<file path="src/sv/epsar_pkg.sv">
// Shared widths, register indexes, reset values and mode codes for the ESC pulse ramp unit.
package epsar_pkg;

  localparam int PULSE_W    = 12;
  localparam int CMD_W      = 11;
  localparam int STEP_W     = 8;
  localparam int Q_BITS     = 10;
  localparam int PROD_W     = PULSE_W + CMD_W;
  localparam int TGT_W      = PULSE_W + 2;
  localparam int CALC_W     = PULSE_W + 4;
  localparam int IO_LANES   = 4;
  localparam int CFG_IDX_W  = 2;
  localparam int CFG_DATA_W = 12;

  localparam logic [PULSE_W-1:0] PULSE_LIMIT = '1;

  localparam logic [PULSE_W-1:0] PULSE_MIN_RST = 12'd1000;
  localparam logic [PULSE_W-1:0] PULSE_MAX_RST = 12'd2000;
  localparam logic [STEP_W-1:0]  SLEW_RST      = 8'd20;
  localparam logic [STEP_W-1:0]  ARM_STEP_RST  = 8'd10;

  typedef enum logic [CFG_IDX_W-1:0] {
    REG_PULSE_MIN = 2'd0,
    REG_PULSE_MAX = 2'd1,
    REG_SLEW_STEP = 2'd2,
    REG_ARM_STEP  = 2'd3
  } cfg_reg_t;

  // {motors_on, armed}
  typedef enum logic [1:0] {
    MODE_IDLE   = 2'b00,
    MODE_DISARM = 2'b01,
    MODE_ARM    = 2'b10,
    MODE_FLY    = 2'b11
  } mode_t;

endpackage

</file>
<file path="src/sv/esc_pulse_slew_arm_ramp_unit.sv">
// Top level: ESC pulse setpoints with slew limit and arming/disarming ramp.
//
// channel | dir | handshake          | beat contents
// cfg     | in  | cfg_we             | cfg_index, cfg_data
// in      | in  | in_valid/in_ready  | motors_on, throttle_a..d (Q10)
// out     | out | out_valid/out_ready| pulse_a..d, update_mask, armed_now
//
// Two register stages: the throttle targets (one 12x11 multiply per lane) are
// registered, then setpoint update and clamp load the state and output register.
// One beat per cycle is sustained while out_ready is high.
// in_ready stays high while out_ready is high; a stalled output holds one beat
// plus one beat in the target stage. Synchronous reset clears setpoints,
// armed flag and loads the register defaults.
module esc_pulse_slew_arm_ramp_unit #(
  parameter int MOTORS = 4
) (
  input  logic                               clk,
  input  logic                               rst_n,
  input  logic                               cfg_we,
  input  logic [epsar_pkg::CFG_IDX_W-1:0]    cfg_index,
  input  logic [epsar_pkg::CFG_DATA_W-1:0]   cfg_data,
  input  logic                               in_valid,
  output logic                               in_ready,
  input  logic                               in_motors_on,
  input  logic [epsar_pkg::CMD_W-1:0]        in_throttle_a,
  input  logic [epsar_pkg::CMD_W-1:0]        in_throttle_b,
  input  logic [epsar_pkg::CMD_W-1:0]        in_throttle_c,
  input  logic [epsar_pkg::CMD_W-1:0]        in_throttle_d,
  output logic                               out_valid,
  input  logic                               out_ready,
  output logic [epsar_pkg::PULSE_W-1:0]      out_pulse_a,
  output logic [epsar_pkg::PULSE_W-1:0]      out_pulse_b,
  output logic [epsar_pkg::PULSE_W-1:0]      out_pulse_c,
  output logic [epsar_pkg::PULSE_W-1:0]      out_pulse_d,
  output logic [epsar_pkg::IO_LANES-1:0]     out_update_mask,
  output logic                               out_armed_now
);
  import epsar_pkg::*;

  logic [PULSE_W-1:0] pmin_r, pmax_r;
  logic [STEP_W-1:0]  slew_r, arm_r;

  logic               s1_valid_r;
  logic               s1_on_r;
  logic [TGT_W-1:0]   s1_tgt_r [MOTORS];
  logic [TGT_W-1:0]   tgt      [MOTORS];

  logic [PULSE_W-1:0] sp_r     [MOTORS];
  logic [PULSE_W-1:0] sp_nxt   [MOTORS];
  logic               armed_r;
  logic               armed_nxt;

  logic [MOTORS-1:0]  lane_mask;
  logic [MOTORS-1:0]  below;
  logic [MOTORS-1:0]  keep;

  logic                    out_valid_r;
  logic [PULSE_W-1:0]      out_pulse_r [IO_LANES];
  logic [PULSE_W-1:0]      pulse_nxt   [IO_LANES];
  logic [IO_LANES-1:0]     out_mask_r, mask_nxt, present_mask;
  logic                    out_armed_r;

  logic [CMD_W-1:0]   in_cmd [IO_LANES];
  logic [PULSE_W-1:0] span;
  logic               in_take;
  logic               adv;
  mode_t              mode;

  assign in_cmd[0] = in_throttle_a;
  assign in_cmd[1] = in_throttle_b;
  assign in_cmd[2] = in_throttle_c;
  assign in_cmd[3] = in_throttle_d;

  assign adv      = s1_valid_r && (!out_valid_r || out_ready);
  assign in_ready = !s1_valid_r || adv;
  assign in_take  = in_valid && in_ready;
  assign span     = (pmax_r >= pmin_r) ? (pmax_r - pmin_r) : '0;
  assign mode     = mode_t'({s1_on_r, armed_r});

  // config registers
  always_ff @(posedge clk) begin
    if (!rst_n) begin
      pmin_r <= PULSE_MIN_RST;
      pmax_r <= PULSE_MAX_RST;
      slew_r <= SLEW_RST;
      arm_r  <= ARM_STEP_RST;
    end else if (cfg_we) begin
      unique case (cfg_reg_t'(cfg_index))
        REG_PULSE_MIN: pmin_r <= cfg_data[PULSE_W-1:0];
        REG_PULSE_MAX: pmax_r <= cfg_data[PULSE_W-1:0];
        REG_SLEW_STEP: slew_r <= cfg_data[STEP_W-1:0];
        REG_ARM_STEP:  arm_r  <= cfg_data[STEP_W-1:0];
        default: ;
      endcase
    end
  end

  for (genvar g = 0; g < MOTORS; g++) begin : g_lane
    logic [PROD_W-1:0]        prod;
    logic signed [CALC_W-1:0] delta, lim, dl, v, lo_s, hi_s;
    logic [PULSE_W:0]         arm_sum;
    logic [PULSE_W-1:0]       sp, fly_v, arm_v, dis_v;
    logic                     lt_arm;

    if (g < IO_LANES) begin : g_cmd
      assign prod = span * in_cmd[g];
    end else begin : g_nocmd
      assign prod = '0;
    end
    assign tgt[g] = TGT_W'(pmin_r) + TGT_W'(prod[PROD_W-1:Q_BITS]);

    always_comb begin
      sp     = sp_r[g];
      lo_s   = $signed(CALC_W'(pmin_r));
      hi_s   = $signed(CALC_W'(pmax_r));
      delta  = $signed(CALC_W'(s1_tgt_r[g])) - $signed(CALC_W'(sp));
      lim    = $signed(CALC_W'(slew_r));
      if (delta > lim) dl = lim;
      else if (delta < -lim) dl = -lim;
      else dl = delta;
      v = $signed(CALC_W'(sp)) + dl;
      if (v > hi_s) v = hi_s;
      if (v < lo_s) v = lo_s;
      fly_v = v[PULSE_W-1:0];

      arm_sum = {1'b0, sp} + (PULSE_W+1)'(arm_r);
      arm_v   = arm_sum[PULSE_W] ? PULSE_LIMIT : arm_sum[PULSE_W-1:0];

      lt_arm = sp < PULSE_W'(arm_r);
      dis_v  = lt_arm ? '0 : sp - PULSE_W'(arm_r);

      below[g]     = sp < pmin_r;
      keep[g]      = 1'b0;
      lane_mask[g] = 1'b0;
      sp_nxt[g]    = sp;
      unique case (mode)
        MODE_FLY: begin
          sp_nxt[g]    = fly_v;
          lane_mask[g] = fly_v != sp;
        end
        MODE_ARM: begin
          if (below[g]) begin
            sp_nxt[g]    = arm_v;
            lane_mask[g] = 1'b1;
          end
        end
        MODE_DISARM: begin
          if (sp != '0) begin
            sp_nxt[g]    = dis_v;
            lane_mask[g] = 1'b1;
            keep[g]      = !lt_arm;
          end
        end
        MODE_IDLE: ;
        default: ;
      endcase
    end

    always_ff @(posedge clk) begin
      if (in_take) s1_tgt_r[g] <= tgt[g];
      if (!rst_n) sp_r[g] <= '0;
      else if (adv) sp_r[g] <= sp_nxt[g];
    end
  end

  always_comb begin
    unique case (mode)
      MODE_FLY:    armed_nxt = 1'b1;
      MODE_ARM:    armed_nxt = !(|below);
      MODE_DISARM: armed_nxt = |keep;
      MODE_IDLE:   armed_nxt = 1'b0;
      default:     armed_nxt = 1'b0;
    endcase
  end

  for (genvar j = 0; j < IO_LANES; j++) begin : g_out
    if (j < MOTORS) begin : g_present
      assign present_mask[j] = 1'b1;
      assign pulse_nxt[j]    = (mode == MODE_IDLE) ? '0 : sp_nxt[j];
      assign mask_nxt[j]     = (mode == MODE_IDLE) ? 1'b1 : lane_mask[j];
    end else begin : g_absent
      assign present_mask[j] = 1'b0;
      assign pulse_nxt[j]    = '0;
      assign mask_nxt[j]     = present_mask[j];
    end
    always_ff @(posedge clk) begin
      if (adv) out_pulse_r[j] <= pulse_nxt[j];
    end
  end

  always_ff @(posedge clk) begin
    if (!rst_n) begin
      s1_valid_r  <= 1'b0;
      out_valid_r <= 1'b0;
      armed_r     <= 1'b0;
    end else begin
      if (in_ready) s1_valid_r <= in_valid;
      if (adv) begin
        out_valid_r <= 1'b1;
        armed_r     <= armed_nxt;
      end else if (out_ready) begin
        out_valid_r <= 1'b0;
      end
    end
  end

  always_ff @(posedge clk) begin
    if (in_take) s1_on_r <= in_motors_on;
    if (adv) begin
      out_mask_r  <= mask_nxt;
      out_armed_r <= armed_nxt;
    end
  end

  assign out_valid       = out_valid_r;
  assign out_pulse_a     = out_pulse_r[0];
  assign out_pulse_b     = out_pulse_r[1];
  assign out_pulse_c     = out_pulse_r[2];
  assign out_pulse_d     = out_pulse_r[3];
  assign out_update_mask = out_mask_r;
  assign out_armed_now   = out_armed_r;

endmodule

</file>
<file path="config.mk">
export PLATFORM = sky130hd
export DESIGN_NAME = esc_pulse_slew_arm_ramp_unit
export DESIGN_NICKNAME = d
export VERILOG_FILES = /design/src/sv/epsar_pkg.sv /design/src/sv/esc_pulse_slew_arm_ramp_unit.sv
export SDC_FILE = /design/constraint.sdc
export NUM_CORES = 2
export LEC_CHECK = 0
export BUFFER_PORTS_ARGS = -buffer_cell sky130_fd_sc_hd__buf_4
export CAP_MARGIN = 15
export CORE_MARGIN = 3
export CORE_UTILIZATION = 33
export DETAILED_ROUTE_END_ITERATION = 12
export GPL_ROUTABILITY_DRIVEN = 0
export PLACE_DENSITY_LB_ADDON = 0.1
export SKIP_CTS_REPAIR_TIMING = 1
export SLEW_MARGIN = 20
export SYNTH_ARGS = -nofsm -noshare
export SYNTH_HDL_FRONTEND = slang
export SYNTH_SLANG_ARGS = --single-unit
</file>
<file path="constraint.sdc">
create_clock -name clk -period 18.1 [get_ports clk]
set_input_delay 3.62 -clock clk [delete_from_list [all_inputs] [get_ports clk]]
set_output_delay 3.62 -clock clk [all_outputs]
set_load 0.02 [all_outputs]
</file>
Word-level counts from Yosys, hierarchy flattened
Memories as Yosys holds them, arrays and structs flattened.
Index checks and enable logic that the tools add are counted.
W data, S select, Z words.
{"block": "totals", "register_bits": 49, "ram_bits": 152, "mem_count": 3}
{"block": "op_classes", "n_addsub": 22, "n_mul": 4, "n_lt_le_gt_ge": 25, "eq_ne": 10, "mux": 75, "bitwise_logic": 4, "reduce_logical": 24}
{"name": "s1_tgt_r", "words": 4, "word_bits": 14, "read_ports": 4, "rd_ports_with_merged_regs": 0, "write_ports": 4, "line": "esc_pulse_slew_arm_ramp_unit.sv:45", "rtl": "logic [TGT_W-1:0] s1_tgt_r [MOTORS];"}
{"name": "out_pulse_r", "words": 4, "word_bits": 12, "read_ports": 4, "rd_ports_with_merged_regs": 0, "write_ports": 4, "line": "esc_pulse_slew_arm_ramp_unit.sv:58", "rtl": "logic [PULSE_W-1:0] out_pulse_r [IO_LANES];"}
{"name": "sp_r", "words": 4, "word_bits": 12, "read_ports": 4, "rd_ports_with_merged_regs": 0, "write_ports": 4, "line": "esc_pulse_slew_arm_ramp_unit.sv:48", "rtl": "logic [PULSE_W-1:0] sp_r [MOTORS];"}
{"cell": "$mux W12", "n": 29}
{"cell": "$mux W16", "n": 12}
{"cell": "$pmux W12 S3", "n": 4}
{"cell": "$mul A12 B11 Y23", "n": 4}
{"cell": "$add A13 B16 Y16", "n": 4}
{"cell": "$gt A16 B13 Y1", "n": 4}
{"cell": "$lt A15 B16 Y1", "n": 4}
{"cell": "$lt A16 B13 Y1", "n": 4}
{"cell": "$gt A15 B9 Y1", "n": 4}
{"cell": "$sub A14 B12 Y15", "n": 4}
{"cell": "$add A12 B13 Y14", "n": 4}
{"cell": "$add A12 B8 Y13", "n": 4}
{"cell": "$lt A12 B12 Y1", "n": 4}
{"cell": "$lt A12 B8 Y1", "n": 4}
{"cell": "$ne A12 B12 Y1", "n": 4}
{"cell": "$reduce_bool A12 Y1", "n": 4}
{"cell": "$sub A12 B8 Y12", "n": 4}
{"cell": "$mux W1", "n": 25}
{"cell": "$neg A8 Y16", "n": 1}
{"cell": "$ge A12 B12 Y1", "n": 1}
{"cell": "$pmux W1 S3", "n": 4}
{"cell": "$sub A12 B12 Y12", "n": 1}
{"cell": "$eq A2 B2 Y1 const B", "n": 4}
{"cell": "$reduce_and A2 Y1", "n": 4}
{"cell": "9 further kinds", "n": 23}

Depth between registers and ports, before layout
An unclocked memory read counts as a cell.
{"block": "depth", "word_depth": 12, "mapped_depth": 56}

Least setup slack after synthesis
Ideal clock, no wire load.
{"block": "synth_timing", "kind": "reg-to-reg", "from": "memory sp_r[1][7]", "to": "memory sp_r[1][2], data pin", "setup_time_ps": 254, "arrival_time_ps": 10789, "path_slack_ps": 7057, "path_stages_with_launch": 49, "path_cell_list": "edfxtp_1 > clkbuf_1 > inv_1 > ha_1 > a21o_1 > a21o_1 > a21oi_1 > a21oi_1 > o21a_1 > or2_2 > ha_1 > a21o_1 > a2111oi_0 > o21ai_0 > o2bb2ai_1 > clkbuf_1 > clkbuf_1 > nor2_1 > [... 13 more ...] > a21oi_1 > nor4_2 > a211o_1 > buf_2 > clkbuf_1 > nand2_1 > o21ai_0 > ha_1 > a21o_1 > a2111oi_0 > nand2_1 > or3_1 > a2111oi_0 > a211o_1 > nor2_2 > mux2_2 > a2111o_1 > o21a_1"}
{"item": "start: declaration", "line": "esc_pulse_slew_arm_ramp_unit.sv:48"}

==> key figures <==
Routing
  • DR vias: 38,650
  • DRT antenna net count: 0
  • Routed WL per cell: 23.51 um
  • Initial DRC count: 2,995
  • # DRC: 0
  • TritonRoute pass-1 iters: 6
  • Final wirelength: 165.9 mm
  • Post-DR vias/cell: 5.477

STA
  • Slew HR: 27.08%
  • Slew Viols, Final: 0
  • Slew @ Worst Pin: 1.092 ns
  • Final Critical Period: 13.19 ns
  • Crit share post-route: 72.87%
  • Final setup fails: 0
  • Unrepaired setup endpoints after global routing: false
  • Fin. Hold Viols: 0
  • Max Fclk: 75.81 MHz
  • Setup tns final: 0 ns
  • Fin Clk Skew: 0.03105 ns

Yosys
  • Commonest cells post-synth: ha_1 (686), inv_1 (607), nand2_1 (561)
  • Count of flip-flops with a built-in enable after synthesis: 158
  • Most frequent cell after synthesis: ha_1
  • Post-synthesis async set-or-reset flop share: 0%
  • Post-synth top area share: 19.47%
  • Synthesis-stage register bit count: 201
  • Synth area leader: ha_1
  • Warnings, synthesis: 0
  • Syn Inst Count: 5,247
  • Top cells by area, synth: ha_1 (19%), fa_1 (17%), edfxtp_1 (11%)
  • Mapped Area: 0.04408 mm2
  • Post-Syn Nets: 6,370
  • Avg Cell Area, Syn: 8.401 um2
  • Dominant synthesized flop cell: edfxtp_1
  • Seq/Total Area, Yosys: 12.72%
  • Yosys cell types: 102

Worst setup path
  • CP arrival: 13.51 ns
  • Setup CP Type: flop to flop
  • CP max stage delay: 0.82 ns
  • CP required: 18.42 ns
  • Buf+Inv Stages, Crit Path: 3
  • Setup crit start kind: flop
  • Crit. End Element: flop
  • Critical path peak fanout: 24
  • CP max-delay cell: a211o_1
  • Worst path top cell family by delay: compound AO/OA/AOI/OAI gates

Worst hold path
  • Worst hold path type: flop to flop

Cells and area
  • Multi-input gate area: 0.03546 mm2
  • Register Area: 0.005607 mm2
  • Filler instances: 13,880
  • Share of layout cells above drive strength 1: 7.301%
  • Final #Nets: 6,404
  • Layout area overhead: 9.089%

Place
  • DP HPWL: 129.6 mm
  • # port buffers: 118

GRT
  • Vias in the first global route: 38,580
  • Initial antenna violation count: 5
  • Total gr overflow: 0
  • Largest net degree at the start of global routing: 58
  • First-pass GRT wire length: 249.4 mm
  • All-Layer GR Usage: 23.76%

Run status
  • Status: completed

Clock tree
  • Skew-Pair Late Insertion Delay: 0.61 ns
  • CTS Buffer Depth: 3
  • Total CTS buffers: 27
  • CTS tree: yes
  • Clk sinks: 201
  • Reg clk slew, reported paths: 0.07 ns
  • Clk root buf: clkbuf_16
  • H-tree levels: 1

Die
  • Die H: 371.5 um
  • Starting density of the core: 33.36%
  • I/O pin cnt: 119
  • Die area: 0.1380 mm2
  • # rows: 133
  • Core outline area: 0.1321 mm2
  • Die width: 371.5 um

Run
  • Max-Cap Viols: 0
flip-flops by register name, indices dropped and copies added, names as in the netlist:
register,flops
out_armed_now,1
s1_tgt_r,56
pmax_r,12
armed_r,1
s1_valid_r,1
arm_r,8
slew_r,8
pmin_r,12
out_valid,1
out_pulse_r,48
out_update_mask,4
sp_r,48
s1_on_r,1
layer usage:
layer / routed length [um] / share of wire [%] / GRT usage [%] / vias up
met5: 13 / 0.0078 / 0 / -
met4: 6184 / 3.7 / 7.740 / 2
met3: 9148 / 5.5 / 2.575 / 262
met2: 74370 / 45 / 38.64 / 1195
met1: 76160 / 46 / 32.84 / 18820
li1: - / - / - / 18370
worst register-to-register path, delay by kind of cell (launching register included):
family / cells / cell delay, ns
multiplexers: 2 / 0.85
buffers and inverters: 3 / 0.86
XOR/XNOR: 1 / 0.20
AO/OA/AOI/OAI: 24 / 6.07
adder cells (fa/ha/maj): 7 / 2.32
flip-flops: 1 / 0.65
AND/OR/NAND/NOR: 12 / 1.95
cell usage in the layout (no fill, tap or decap), types with 166 or more instances in the layout:
| master | instances |
|---|---|
| xnor2_1 | 166 |
| buf_4 | 222 |
| ha_1 | 686 |
| fa_1 | 373 |
| nand2_1 | 559 |
| nor2_1 | 281 |
| and2_1 | 249 |
| o21ai_0 | 195 |
| a21oi_1 | 300 |
| inv_1 | 606 |
through the flow:
stage / hold WS, ns / setup WS (ns) / cells / utilization (%) / cell area [um2]
3_5_place_dp: 0.5156 / 5.080 / 7007 / 35.76 / 47240
3_3_place_gp: 0.5125 / 5.025 / 7007 / 35.75 / 47240
2_1_floorplan: 0.4700 / 7.057 / 5247 / - / 44080
6_report: 0.5227 / 4.910 / 7057 / 36.39 / 48090
4_1_cts: 0.5283 / 5.087 / 7056 / 36.39 / 48080
5_1_grt: 0.5578 / 4.296 / 7056 / 36.39 / 48080
cells by family (layout without fill, tap and decap cells):
group,Yosys count,count (layout),share of synthesized area [%]
AOI/OAI and AO/OA,1310,1310,20.50
xor gates and xnor gates,230,230,4.570
adders and majority gates,1059,1059,36.41
buffers and inverters,835,889,7.159
DFF,201,201,12.72
muxes,82,82,1.981
other,0,1,0
and+or+nand+nor,1530,1530,16.66
cell type report:
type | count | area share, %
Clock buffer | 32 | 1.444
Tap cell | 1755 | 4.567
Multi-Input combinational cell | 4211 | 73.74
Inverter | 618 | 4.824
Sequential cell | 201 | 11.66
Timing Repair Buffer | 222 | 3.466
Clock inverter | 17 | 0.2914
Antenna cell | 1 | 0.005204
worst paths after layout:
path | start | to | slack [ns] | cells after the start
worst max-delay path | sp_r[3][0] | sp_r[3][9] | 4.91 | 49
worst min register to register | s1_valid_r | out_valid | 0.52 | 1
worst max register to register | sp_r[3][0] | sp_r[3][9] | 4.91 | 49
worst min-delay path | s1_valid_r | out_valid | 0.52 | 1
Power is left out: the tool's default activity adds up to more than one toggle a clock period on the data nets, which glitch-free logic cannot reach.
